File: src/hw/rtl/tgql_pkg.sv
// tgql_pkg: types, register indexes and constants shared by the glyph quad layout block
// no dependencies

package tgql_pkg;

   // vertex counter width, saturates at all ones
   localparam int COUNT_BITS = 16;
   localparam logic [COUNT_BITS-1:0] COUNT_MAX = '1;

   localparam int CSR_INDEX_BITS = 3;
   localparam int CSR_DATA_BITS  = 32;

   localparam logic [CSR_INDEX_BITS-1:0] CSR_ASCENDER         = 3'd0;
   localparam logic [CSR_INDEX_BITS-1:0] CSR_LINE_ADVANCE     = 3'd1;
   localparam logic [CSR_INDEX_BITS-1:0] CSR_LETTER_SPACING   = 3'd2;
   localparam logic [CSR_INDEX_BITS-1:0] CSR_MAX_LINE_WIDTH   = 3'd3;
   localparam logic [CSR_INDEX_BITS-1:0] CSR_INV_ATLAS_WIDTH  = 3'd4;
   localparam logic [CSR_INDEX_BITS-1:0] CSR_INV_ATLAS_HEIGHT = 3'd5;
   localparam logic [CSR_INDEX_BITS-1:0] CSR_TEXT_COLOR       = 3'd6;

   localparam logic [7:0] CHAR_NEWLINE = 8'd10;
   localparam logic [7:0] CHAR_SPACE   = 8'd32;

   localparam logic KIND_VERTEX = 1'b0;
   localparam logic KIND_BOX    = 1'b1;

   typedef struct packed {
      logic               first;
      logic               last;
      logic [7:0]         char_code;
      logic [11:0]        advance;
      logic signed [11:0] bearing_x;
      logic signed [11:0] bearing_y;
      logic [11:0]        glyph_w;
      logic [11:0]        glyph_h;
      logic [11:0]        atlas_x;
      logic [11:0]        atlas_y;
      logic [11:0]        atlas_w;
      logic [11:0]        atlas_h;
   } req_type;

   typedef struct packed {
      logic               kind;
      logic signed [15:0] pos_x;
      logic signed [15:0] pos_y;
      logic [16:0]        tex_u;
      logic [16:0]        tex_v;
      logic [31:0]        color;
      logic [15:0]        vertex_index;
      logic [1:0]         corner;
      logic [15:0]        box_width;
      logic [15:0]        box_height;
      logic               last_of_run;
   } rsp_type;

   typedef struct packed {
      logic [13:0] ascender;
      logic [14:0] line_advance;
      logic [11:0] letter_spacing;
      logic [14:0] max_line_width;
      logic [24:0] inv_atlas_width;
      logic [24:0] inv_atlas_height;
      logic [31:0] text_color;
   } cfg_type;

   // one laid-out item: quad corners, texture edges and the box that follows
   typedef struct packed {
      logic                  has_glyph;
      logic                  has_box;
      logic signed [15:0]    x0;
      logic signed [15:0]    y0;
      logic signed [15:0]    x1;
      logic signed [15:0]    y1;
      logic [16:0]           u0;
      logic [16:0]           u1;
      logic [16:0]           v0;
      logic [16:0]           v1;
      logic [COUNT_BITS-1:0] count;
      logic signed [15:0]    box_x;
      logic signed [15:0]    box_y;
      logic [15:0]           box_w;
      logic [15:0]           box_h;
   } quad_type;

endpackage

File: src/hw/rtl/tgql_csr.sv
// tgql_csr: configuration registers of the glyph quad layout block
// depends on tgql_pkg

module tgql_csr
   import tgql_pkg::*;
(
   input  logic                      clock,
   input  logic                      reset,
   input  logic                      csr_write_en,
   input  logic [CSR_INDEX_BITS-1:0] csr_index,
   input  logic [CSR_DATA_BITS-1:0]  csr_wdata,
   output cfg_type                   cfg
);

   cfg_type cfg_ff;
   cfg_type cfg_in;

   always_comb begin
      cfg_in = cfg_ff;
      if (csr_write_en) begin
         case (csr_index)
            CSR_ASCENDER:         cfg_in.ascender         = csr_wdata[13:0];
            CSR_LINE_ADVANCE:     cfg_in.line_advance     = csr_wdata[14:0];
            CSR_LETTER_SPACING:   cfg_in.letter_spacing   = csr_wdata[11:0];
            CSR_MAX_LINE_WIDTH:   cfg_in.max_line_width   = csr_wdata[14:0];
            CSR_INV_ATLAS_WIDTH:  cfg_in.inv_atlas_width  = csr_wdata[24:0];
            CSR_INV_ATLAS_HEIGHT: cfg_in.inv_atlas_height = csr_wdata[24:0];
            CSR_TEXT_COLOR:       cfg_in.text_color       = csr_wdata;
            default:              cfg_in = cfg_ff;
         endcase
      end
   end

   always_ff @(posedge clock) begin
      if (reset) begin
         cfg_ff.ascender         <= 14'd0;
         cfg_ff.line_advance     <= 15'd256;
         cfg_ff.letter_spacing   <= 12'd256;
         cfg_ff.max_line_width   <= 15'd0;
         cfg_ff.inv_atlas_width  <= 25'd4096;
         cfg_ff.inv_atlas_height <= 25'd4096;
         cfg_ff.text_color       <= 32'hFFFF_FFFF;
      end else begin
         cfg_ff <= cfg_in;
      end
   end

   assign cfg = cfg_ff;

endmodule

File: src/hw/rtl/tgql_layout.sv
// tgql_layout: input register, pen and bounds state, and the per-character layout logic
// depends on tgql_pkg

module tgql_layout
   import tgql_pkg::*;
(
   input  logic     clock,
   input  logic     reset,
   input  cfg_type  cfg,
   input  logic     req_valid,
   output logic     req_stall,
   input  req_type  req_data,
   output logic     q_valid,
   input  logic     q_ready,
   output quad_type q_data
);

   function automatic logic signed [15:0] sat16(input logic signed [19:0] v);
      if (v > 20'sd32767) begin
         return 16'sh7FFF;
      end else if (v < -20'sd32768) begin
         return 16'sh8000;
      end else begin
         return v[15:0];
      end
   endfunction

   // (texel * inv + 128) >> 8, clamped to 1.0 in Q1.16
   function automatic logic [16:0] tex_coord(input logic [12:0] texel,
                                             input logic [24:0] inv);
      logic [37:0] prod;
      logic [29:0] p;
      prod = 38'(texel) * 38'(inv) + 38'd128;
      p    = prod[37:8];
      return (p > 30'd65536) ? 17'h10000 : p[16:0];
   endfunction

   logic    in_valid_ff, in_valid_in;
   req_type in_ff, in_in;

   logic signed [15:0]    pen_x_ff, pen_x_in, pen_y_ff, pen_y_in;
   logic [COUNT_BITS-1:0] count_ff, count_in;
   logic                  have_ff, have_in;
   logic signed [15:0]    min_x_ff, min_x_in, min_y_ff, min_y_in;
   logic signed [15:0]    max_x_ff, max_x_in, max_y_ff, max_y_in;

   // state as seen by this character, after a string start
   logic signed [15:0]    cur_x, cur_y, cur_min_x, cur_min_y, cur_max_x, cur_max_y;
   logic [COUNT_BITS-1:0] cur_count;
   logic                  cur_have;

   logic                  is_newline, wrap, visible, has_results, in_take;
   logic signed [19:0]    wrap_sum, line_y;
   logic signed [15:0]    base_x, base_y, x0, y0, x1, y1;
   logic [23:0]           adv_prod;
   logic [24:0]           adv_round;
   logic [COUNT_BITS:0]   count_sum;

   always_comb begin
      if (in_ff.first) begin
         cur_x     = 16'sd0;
         cur_y     = signed'(16'(cfg.ascender));
         cur_count = '0;
         cur_have  = 1'b0;
         cur_min_x = 16'sd0;
         cur_min_y = 16'sd0;
         cur_max_x = 16'sd0;
         cur_max_y = 16'sd0;
      end else begin
         cur_x     = pen_x_ff;
         cur_y     = pen_y_ff;
         cur_count = count_ff;
         cur_have  = have_ff;
         cur_min_x = min_x_ff;
         cur_min_y = min_y_ff;
         cur_max_x = max_x_ff;
         cur_max_y = max_y_ff;
      end

      is_newline = (in_ff.char_code == CHAR_NEWLINE);
      line_y     = 20'(cur_y) + signed'(20'(cfg.line_advance));
      wrap_sum   = 20'(cur_x) + signed'(20'(in_ff.advance));
      wrap       = (cfg.max_line_width != 15'd0)
                   && (wrap_sum > signed'(20'(cfg.max_line_width)))
                   && (in_ff.char_code != CHAR_SPACE);

      if (is_newline || wrap) begin
         base_x = 16'sd0;
         base_y = sat16(line_y);
      end else begin
         base_x = cur_x;
         base_y = cur_y;
      end

      visible = !is_newline && (in_ff.glyph_w != 12'd0) && (in_ff.glyph_h != 12'd0);
      x0 = sat16(20'(base_x) + 20'(in_ff.bearing_x));
      y0 = sat16(20'(base_y) - 20'(in_ff.bearing_y));
      x1 = sat16(20'(x0) + signed'(20'(in_ff.glyph_w)));
      y1 = sat16(20'(y0) + signed'(20'(in_ff.glyph_h)));

      adv_prod  = 24'(in_ff.advance) * 24'(cfg.letter_spacing);
      adv_round = 25'(adv_prod) + 25'd128;

      pen_y_in = base_y;
      if (is_newline) begin
         pen_x_in = 16'sd0;
      end else begin
         pen_x_in = sat16(20'(base_x) + signed'(20'(adv_round[24:8])));
      end

      count_sum = {1'b0, cur_count} + (COUNT_BITS+1)'(4);
      have_in   = cur_have;
      count_in  = cur_count;
      min_x_in  = cur_min_x;
      min_y_in  = cur_min_y;
      max_x_in  = cur_max_x;
      max_y_in  = cur_max_y;
      if (visible) begin
         have_in  = 1'b1;
         count_in = (count_sum > {1'b0, COUNT_MAX}) ? COUNT_MAX
                                                   : count_sum[COUNT_BITS-1:0];
         // x0 <= x1 and y0 <= y1, so only two corners can move the box
         if (!cur_have) begin
            min_x_in = x0;
            min_y_in = y0;
            max_x_in = x1;
            max_y_in = y1;
         end else begin
            min_x_in = (x0 < cur_min_x) ? x0 : cur_min_x;
            min_y_in = (y0 < cur_min_y) ? y0 : cur_min_y;
            max_x_in = (x1 > cur_max_x) ? x1 : cur_max_x;
            max_y_in = (y1 > cur_max_y) ? y1 : cur_max_y;
         end
      end

      q_data.has_glyph = visible;
      q_data.has_box   = in_ff.last;
      q_data.x0        = x0;
      q_data.y0        = y0;
      q_data.x1        = x1;
      q_data.y1        = y1;
      q_data.u0        = tex_coord(13'(in_ff.atlas_x), cfg.inv_atlas_width);
      q_data.u1        = tex_coord(13'(in_ff.atlas_x) + 13'(in_ff.atlas_w),
                                   cfg.inv_atlas_width);
      q_data.v0        = tex_coord(13'(in_ff.atlas_y), cfg.inv_atlas_height);
      q_data.v1        = tex_coord(13'(in_ff.atlas_y) + 13'(in_ff.atlas_h),
                                   cfg.inv_atlas_height);
      q_data.count     = cur_count;
      if (have_in) begin
         q_data.box_x = min_x_in;
         q_data.box_y = min_y_in;
         q_data.box_w = 16'(max_x_in - min_x_in);
         q_data.box_h = 16'(max_y_in - min_y_in);
      end else begin
         q_data.box_x = 16'sd0;
         q_data.box_y = 16'sd0;
         q_data.box_w = 16'd0;
         q_data.box_h = 16'd0;
      end
   end

   assign has_results = visible || in_ff.last;
   assign q_valid     = in_valid_ff && has_results;
   // a word with no results retires without waiting on the emitter
   assign in_take     = in_valid_ff && (!has_results || q_ready);
   assign req_stall   = in_valid_ff && !in_take;

   always_comb begin
      in_valid_in = in_valid_ff;
      in_in       = in_ff;
      if (in_take) begin
         in_valid_in = 1'b0;
      end
      if (req_valid && !req_stall) begin
         in_valid_in = 1'b1;
         in_in       = req_data;
      end
   end

   always_ff @(posedge clock) begin
      in_ff <= in_in;
   end

   always_ff @(posedge clock) begin
      if (reset) begin
         in_valid_ff <= 1'b0;
         pen_x_ff    <= 16'sd0;
         pen_y_ff    <= 16'sd0;
         count_ff    <= '0;
         have_ff     <= 1'b0;
         min_x_ff    <= 16'sd0;
         min_y_ff    <= 16'sd0;
         max_x_ff    <= 16'sd0;
         max_y_ff    <= 16'sd0;
      end else begin
         in_valid_ff <= in_valid_in;
         if (in_take) begin
            pen_x_ff <= pen_x_in;
            pen_y_ff <= pen_y_in;
            count_ff <= count_in;
            have_ff  <= have_in;
            min_x_ff <= min_x_in;
            min_y_ff <= min_y_in;
            max_x_ff <= max_x_in;
            max_y_ff <= max_y_in;
         end
      end
   end

endmodule

File: src/hw/rtl/tgql_emit.sv
// tgql_emit: quad register and result register; sends corners and box one word a cycle unless rsp stalls
// depends on tgql_pkg

module tgql_emit
   import tgql_pkg::*;
(
   input  logic     clock,
   input  logic     reset,
   input  cfg_type  cfg,
   input  logic     q_valid,
   output logic     q_ready,
   input  quad_type q_data,
   output logic     rsp_valid,
   input  logic     rsp_stall,
   output rsp_type  rsp_data
);

   // steps 0..3 are the corners, the last step is the box
   localparam logic [2:0] STEP_BOX = 3'd4;

   logic     quad_valid_ff, quad_valid_in;
   quad_type quad_ff, quad_in;
   logic [2:0] step_ff, step_in;
   logic     out_valid_ff, out_valid_in;
   rsp_type  out_ff, out_in;

   logic out_load, last_step, right, bottom;
   logic [COUNT_BITS:0] idx_sum;
   logic [COUNT_BITS-1:0] idx;
   rsp_type cur;

   assign out_load  = !out_valid_ff || !rsp_stall;
   assign last_step = (step_ff == STEP_BOX) || ((step_ff == 3'd3) && !quad_ff.has_box);
   assign q_ready   = !quad_valid_ff || (last_step && out_load);

   always_comb begin
      right   = (step_ff == 3'd1) || (step_ff == 3'd2);
      bottom  = (step_ff == 3'd2) || (step_ff == 3'd3);
      idx_sum = {1'b0, quad_ff.count} + (COUNT_BITS+1)'(step_ff);
      idx     = (idx_sum > {1'b0, COUNT_MAX}) ? COUNT_MAX : idx_sum[COUNT_BITS-1:0];

      cur             = '0;
      cur.last_of_run = last_step;
      if (step_ff == STEP_BOX) begin
         cur.kind       = KIND_BOX;
         cur.pos_x      = quad_ff.box_x;
         cur.pos_y      = quad_ff.box_y;
         cur.box_width  = quad_ff.box_w;
         cur.box_height = quad_ff.box_h;
      end else begin
         cur.kind         = KIND_VERTEX;
         cur.pos_x        = right ? quad_ff.x1 : quad_ff.x0;
         cur.pos_y        = bottom ? quad_ff.y1 : quad_ff.y0;
         cur.tex_u        = right ? quad_ff.u1 : quad_ff.u0;
         cur.tex_v        = bottom ? quad_ff.v1 : quad_ff.v0;
         cur.color        = cfg.text_color;
         cur.vertex_index = 16'(idx);
         cur.corner       = step_ff[1:0];
      end
   end

   always_comb begin
      quad_valid_in = quad_valid_ff;
      quad_in       = quad_ff;
      step_in       = step_ff;
      out_valid_in  = out_valid_ff;
      out_in        = out_ff;

      if (out_load) begin
         out_valid_in = quad_valid_ff;
         if (quad_valid_ff) begin
            out_in  = cur;
            step_in = step_ff + 3'd1;
         end
      end

      if (q_ready) begin
         quad_valid_in = q_valid;
         if (q_valid) begin
            quad_in = q_data;
            step_in = q_data.has_glyph ? 3'd0 : STEP_BOX;
         end
      end
   end

   always_ff @(posedge clock) begin
      quad_ff <= quad_in;
      out_ff  <= out_in;
   end

   always_ff @(posedge clock) begin
      if (reset) begin
         quad_valid_ff <= 1'b0;
         step_ff       <= 3'd0;
         out_valid_ff  <= 1'b0;
      end else begin
         quad_valid_ff <= quad_valid_in;
         step_ff       <= step_in;
         out_valid_ff  <= out_valid_in;
      end
   end

   assign rsp_valid = out_valid_ff;
   assign rsp_data  = out_ff;

endmodule

File: src/hw/rtl/text_glyph_quad_layout_core.sv
// text_glyph_quad_layout_core: top level of the glyph quad layout block
// depends on tgql_pkg, tgql_csr, tgql_layout, tgql_emit
//
// Usage:
//   req channel: one character word with its glyph metrics, taken when req_valid
//   is high and req_stall is low. first restarts pen, vertex count and bounds.
//   rsp channel: vertex words (four per visible glyph, corners in order
//   top-left, top-right, bottom-right, bottom-left) and, after a word marked
//   last, one bounding box word. last_of_run marks the final word of each input.
//   csr port: csr_write_en, csr_index, csr_wdata write one register per cycle;
//   write only while the block is idle.
// Timing:
//   a taken word goes from the input register to the quad register, then to
//   the result register, which sends one word per cycle while rsp is not
//   stalled: four per visible glyph, then a box word if last. A newline or blank
//   with no box retires without waiting on the emitter. A character is taken
//   every cycle while the quad register ahead of the result register has room.
// Reset: synchronous; clears all valids, pen, count and bounds, and loads the
//   register defaults. A stalled rsp holds its word; the quad register and the
//   input register then fill and req_stall rises.

module text_glyph_quad_layout_core
   import tgql_pkg::*;
(
   input  logic                      clock,
   input  logic                      reset,
   input  logic                      req_valid,
   output logic                      req_stall,
   input  req_type                   req_data,
   output logic                      rsp_valid,
   input  logic                      rsp_stall,
   output rsp_type                   rsp_data,
   input  logic                      csr_write_en,
   input  logic [CSR_INDEX_BITS-1:0] csr_index,
   input  logic [CSR_DATA_BITS-1:0]  csr_wdata
);

   cfg_type  cfg;
   logic     q_valid, q_ready;
   quad_type q_data;

   tgql_csr u_csr (
      .clock        (clock),
      .reset        (reset),
      .csr_write_en (csr_write_en),
      .csr_index    (csr_index),
      .csr_wdata    (csr_wdata),
      .cfg          (cfg)
   );

   tgql_layout u_layout (
      .clock     (clock),
      .reset     (reset),
      .cfg       (cfg),
      .req_valid (req_valid),
      .req_stall (req_stall),
      .req_data  (req_data),
      .q_valid   (q_valid),
      .q_ready   (q_ready),
      .q_data    (q_data)
   );

   tgql_emit u_emit (
      .clock     (clock),
      .reset     (reset),
      .cfg       (cfg),
      .q_valid   (q_valid),
      .q_ready   (q_ready),
      .q_data    (q_data),
      .rsp_valid (rsp_valid),
      .rsp_stall (rsp_stall),
      .rsp_data  (rsp_data)
   );

endmodule
File: config.mk
export PLATFORM = sky130hd
export DESIGN_NAME = text_glyph_quad_layout_core
export DESIGN_NICKNAME = d
export VERILOG_FILES = /design/src/hw/rtl/tgql_pkg.sv /design/src/hw/rtl/tgql_csr.sv /design/src/hw/rtl/tgql_layout.sv /design/src/hw/rtl/tgql_emit.sv /design/src/hw/rtl/text_glyph_quad_layout_core.sv
export SDC_FILE = /design/constraint.sdc
export NUM_CORES = 2
export LEC_CHECK = 0
export ABC_CLOCK_PERIOD_IN_PS = 40300
export BUFFER_PORTS_ARGS = -buffer_cell sky130_fd_sc_hd__buf_2
export CAP_MARGIN = 5
export CORE_ASPECT_RATIO = 1.4
export CORE_UTILIZATION = 60
export DETAILED_ROUTE_END_ITERATION = 7
export GPL_TIMING_DRIVEN = 0
export PLACE_DENSITY = 0.78
export SYNTH_ARGS = -nofsm -noshare
export SYNTH_HDL_FRONTEND = slang
export SYNTH_SLANG_ARGS = --single-unit
File: constraint.sdc
create_clock -name clock -period 40.3 [get_ports clock]
set_input_delay 6.045 -clock clock [delete_from_list [all_inputs] [get_ports clock]]
set_output_delay 6.045 -clock clock [all_outputs]
set_load 0.005 [all_outputs]
==> flow_metrics.env <==
export IMPL_status="complete, but fails checks"
export IMPL_violations="max-capacitance violations, max-slew violations"
export IMPL_drt_iter0_markers=5302
export IMPL_busiest_layer="met2"
export IMPL_place_area_um2=85900
export IMPL_rows=159
export IMPL_use_met3_pct=7.42
export IMPL_worst_setup_path_end_kind="flop"
export IMPL_drt_first_pass_iters=6
export IMPL_synth_cell_type_count=105
export IMPL_fin_area_um2=88600
export IMPL_worstPathMaxFanout=11
export IMPL_netlist_area_um2=81800
export IMPL_final_nets=11300
export IMPL_core_area_um2=135000
export IMPL_max_slew_margin_pct=-4.43
export IMPL_cts_tree="done"
export IMPL_syn_nets=10900
export IMPL_cts_sinks=738
export IMPL_syn_inst=8918
export IMPL_cts_setup_buffers=0
export IMPL_cp_arrival_ps=25800
export IMPL_slew_viol_final=8
export IMPL_hp_start="u_csr.cfg[134]"
export IMPL_pin_count=310
export IMPL_worstMarginPinSlew_ps=1560
export IMPL_p_leak_nw=39.4
export IMPL_setup_viol=0
export IMPL_synth_area_leaders="fa_1 26%, edfxtp_1 18%, ha_1 11%"
export IMPL_place_gp_congestion=1.02
export IMPL_grt_max_degree=95
export IMPL_ant_nets=0
export IMPL_clockRootBuffer="clkbuf_16"
export IMPL_worstSkewPairLatency_ps=740
export IMPL_seqPwrFrac_pct=29.2
export IMPL_syn_to_final_growth_pct=8.41
export IMPL_hold_path_class="reg -> reg"
export IMPL_use_met2_pct=67.3
export IMPL_internal_power_mw=1.96
export IMPL_fin_crit_sh_pct=62.7
export IMPL_yosys_area_top_type="fa_1"
export IMPL_drt_vias_per_instance=6.04
export IMPL_dp_hpwl_mm=217
export IMPL_cts_resized=0
export IMPL_critPathKind="reg -> reg"
export IMPL_die_width_um=314
export IMPL_p_sw_share_pct=41.6
export IMPL_ys_seq_elements=738
export IMPL_worstPathRequired_ps=40810
export IMPL_maxCapViolCount=1
export IMPL_avgSynthCellArea_um2=9.17
export IMPL_path_common_cell="o21ai_0"
export IMPL_die_y_um=439
export IMPL_synth_edf_count=481
export IMPL_ys_flop_type="edfxtp_1"
export IMPL_setup_tns_ps=0
export IMPL_die_area_um2=138000
export IMPL_ir_worst_vdd_mv=0.0482
export IMPL_fillers=11000
export IMPL_hold_buffers=0
export IMPL_ys_warn_count=0
export IMPL_grt_pass1_wl_mm=405
export IMPL_clockPowerShare_pct=23.2
export IMPL_pwr_share_comb_pct=47.5
export IMPL_wl_per_cell_um=24.0
export IMPL_p_sw_mw=1.40
export IMPL_wirelength_mm=268
export IMPL_grt_pass1_vias=70100
export IMPL_clk_pin_slew_worst_paths_ps=60
export IMPL_cts_buffers=76
export IMPL_crit_path_top_delay_cell="clkbuf_1"
export IMPL_worstSetupStartpoint="u_layout.in_ff[117]"
export IMPL_holdWs_ps=454
export IMPL_seq_area_frac_synth_pct=24.0
export IMPL_drive_gt1_share_pct=5.89
export IMPL_grt_use_total_pct=39.5
export IMPL_synth_top_cell_area_share_pct=26.4
export IMPL_synthArstFlopShare_pct=0
export IMPL_crit_reg2reg_launch="u_layout.in_ff[117]"
export IMPL_grt_remaining_overflow=0
export IMPL_cts_max_level=3
export IMPL_powerDensity_nw_per_um2=37.9
export IMPL_vias=67400
export IMPL_seqCellArea_um2=19600
export IMPL_initial_utilization_pct=60.7
export IMPL_hold_violations=0
export IMPL_cp_start_kind="flop"
export IMPL_max_freq_mhz=39.5
export IMPL_cts_buffer_depth=3
export IMPL_fin_skew_ps=67.2
export IMPL_multi_input_area_um2=55900
export IMPL_antenna_found_initial=24
export IMPL_met1_usage_pct=42.5
export IMPL_period_minus_slack_ps=25280
export IMPL_rsz0062_at_grt="no"
export IMPL_port_buffers=309
export IMPL_slowest_delay_ps=860
export IMPL_drc=0
## logic make-up (layout without fill, tap and decap cells)
family	Yosys count	in the layout	share of synthesized area (%)
buf+inv	1687	2153	7.78
fa+ha+maj	1788	1788	37.2
other cells	0	5	0
xor+xnor	261	261	2.80
flops	738	738	24.0
mux	43	43	0.562
compound gates	1190	1190	9.40
simple gates	3211	3211	18.3
## metrics by stage
stage	std cells	worst slack, ps	power [mW]	utilization (%)
after floorplan	8918	22490	2.06	-
after global placement	11000	16080	2.52	63.5
final	11200	15020	3.36	65.8
after detailed placement	11000	15770	2.55	63.8
after global routing	11200	13490	3.54	65.8
after CTS	11200	15620	3.33	65.8
## cells in the mapped netlist (15+ instances only)
cell type     n
nand2_1    1699
inv_1      1264
fa_1       1080
ha_1        697
and2_1      509
edfxtp_1    481
a21oi_1     451
clkbuf_1    390
nor2_1      383
dfxtp_1     257
xnor2_1     179
o21ai_0     164
nor3_1      116
and3_1       91
xor2_1       82
nand3_1      80
a21o_1       79
nor2b_1      75
o21bai_1     58
a22oi_1      55
a211oi_1     52
nand3b_1     45
o21a_1       44
and4_1       39
o211ai_1     37
nand2b_1     32
a31oi_1      31
nor4_1       31
nand4_1      26
o31ai_1      24
mux2_2       23
mux2i_1      20
buf_1        18
a21boi_0     16
or2_2        16
a31o_2       15
or3_1        15
## final timing paths
path | cells past startpoint | slack, ps | end
worst min-delay path | 2 | 450 | u_csr.cfg[134]
worst max-delay path | 88 | 15020 | u_emit.quad_ff[13]
worst min register to register | 2 | 450 | u_csr.cfg[134]
worst max register to register | 88 | 15020 | u_emit.quad_ff[13]
## power by group through the flow
stage / clock network [mW] / logic, mW / registers, mW
floorplan: 0 / 1.08 / 0.983
global placement: 0 / 1.51 / 1.00
detailed placement: 0 / 1.56 / 0.995
CTS: 0.787 / 1.57 / 0.979
global route: 0.813 / 1.74 / 0.986
finish: 0.780 / 1.59 / 0.981
## final cells by class
cell class              count  share of cell area [%]
repair buffers            326                    2.12
clock buffers              99                    2.41
flip-flops and latches    738                    22.1
diodes                      5                  0.0141
inverters                1269                    5.38
multi-input cells        6493                    63.0
well taps                1771                    2.50
plain buffers             418                    1.80
clock inverters            41                   0.654
## registers in the layout, summed over array words and instances (netlist names)
| name | count |
|---|---|
| u_emit.quad_ff | 213 |
| u_layout.count_ff | 16 |
| u_emit.step_ff | 3 |
| u_layout.min_x_ff | 16 |
| u_layout.have_ff | 1 |
| u_layout.in_ff | 117 |
| u_emit.rsp_valid | 1 |
| u_layout.min_y_ff | 16 |
| u_layout.in_valid_ff | 1 |
| u_emit.quad_valid_ff | 1 |
| u_layout.pen_x_ff | 16 |
| u_layout.pen_y_ff | 16 |
| u_csr.cfg | 138 |
| u_layout.max_x_ff | 16 |
| u_layout.q_data | 1 |
| u_layout.max_y_ff | 16 |
| u_emit.rsp_data | 150 |
## cell usage in the layout (no fill, tap or decap), drive strengths merged, types with 38 or more instances in the layout
cell	Yosys	final
clkbuf	390	489
a21o	79	79
nor3	117	117
o21a	44	44
xor2	82	82
ha	697	697
a22oi	57	57
nor2b	75	75
and2	510	510
edfxtp	481	481
buf	28	353
nand3b	45	45
o21bai	58	58
dfxtp	257	257
and3	91	91
nor2	383	383
xnor2	179	179
a211oi	55	55
o211ai	38	38
and4	39	39
inv	1266	1272
a21oi	453	453
nand3	80	80
o21ai	174	174
nand2	1699	1699
fa	1080	1080
## critical path: cells and delay by family, from the launching register on
| kind | cells | cell delay [ps] |
|---|---|---|
| compound gates | 53 | 12430 |
| xor+xnor | 1 | 170 |
| fa+ha+maj | 6 | 1980 |
| buf+inv | 15 | 7450 |
| flops | 1 | 460 |
| simple gates | 13 | 2490 |
## per-layer routing
metal	part of all wire [%]	up-vias
li1	-	29700
met1	33	33100
met2	48	3354
met3	8.1	1183
met4	9.9	20
met5	0.049	-
Power figures use the tool's default switching activity.
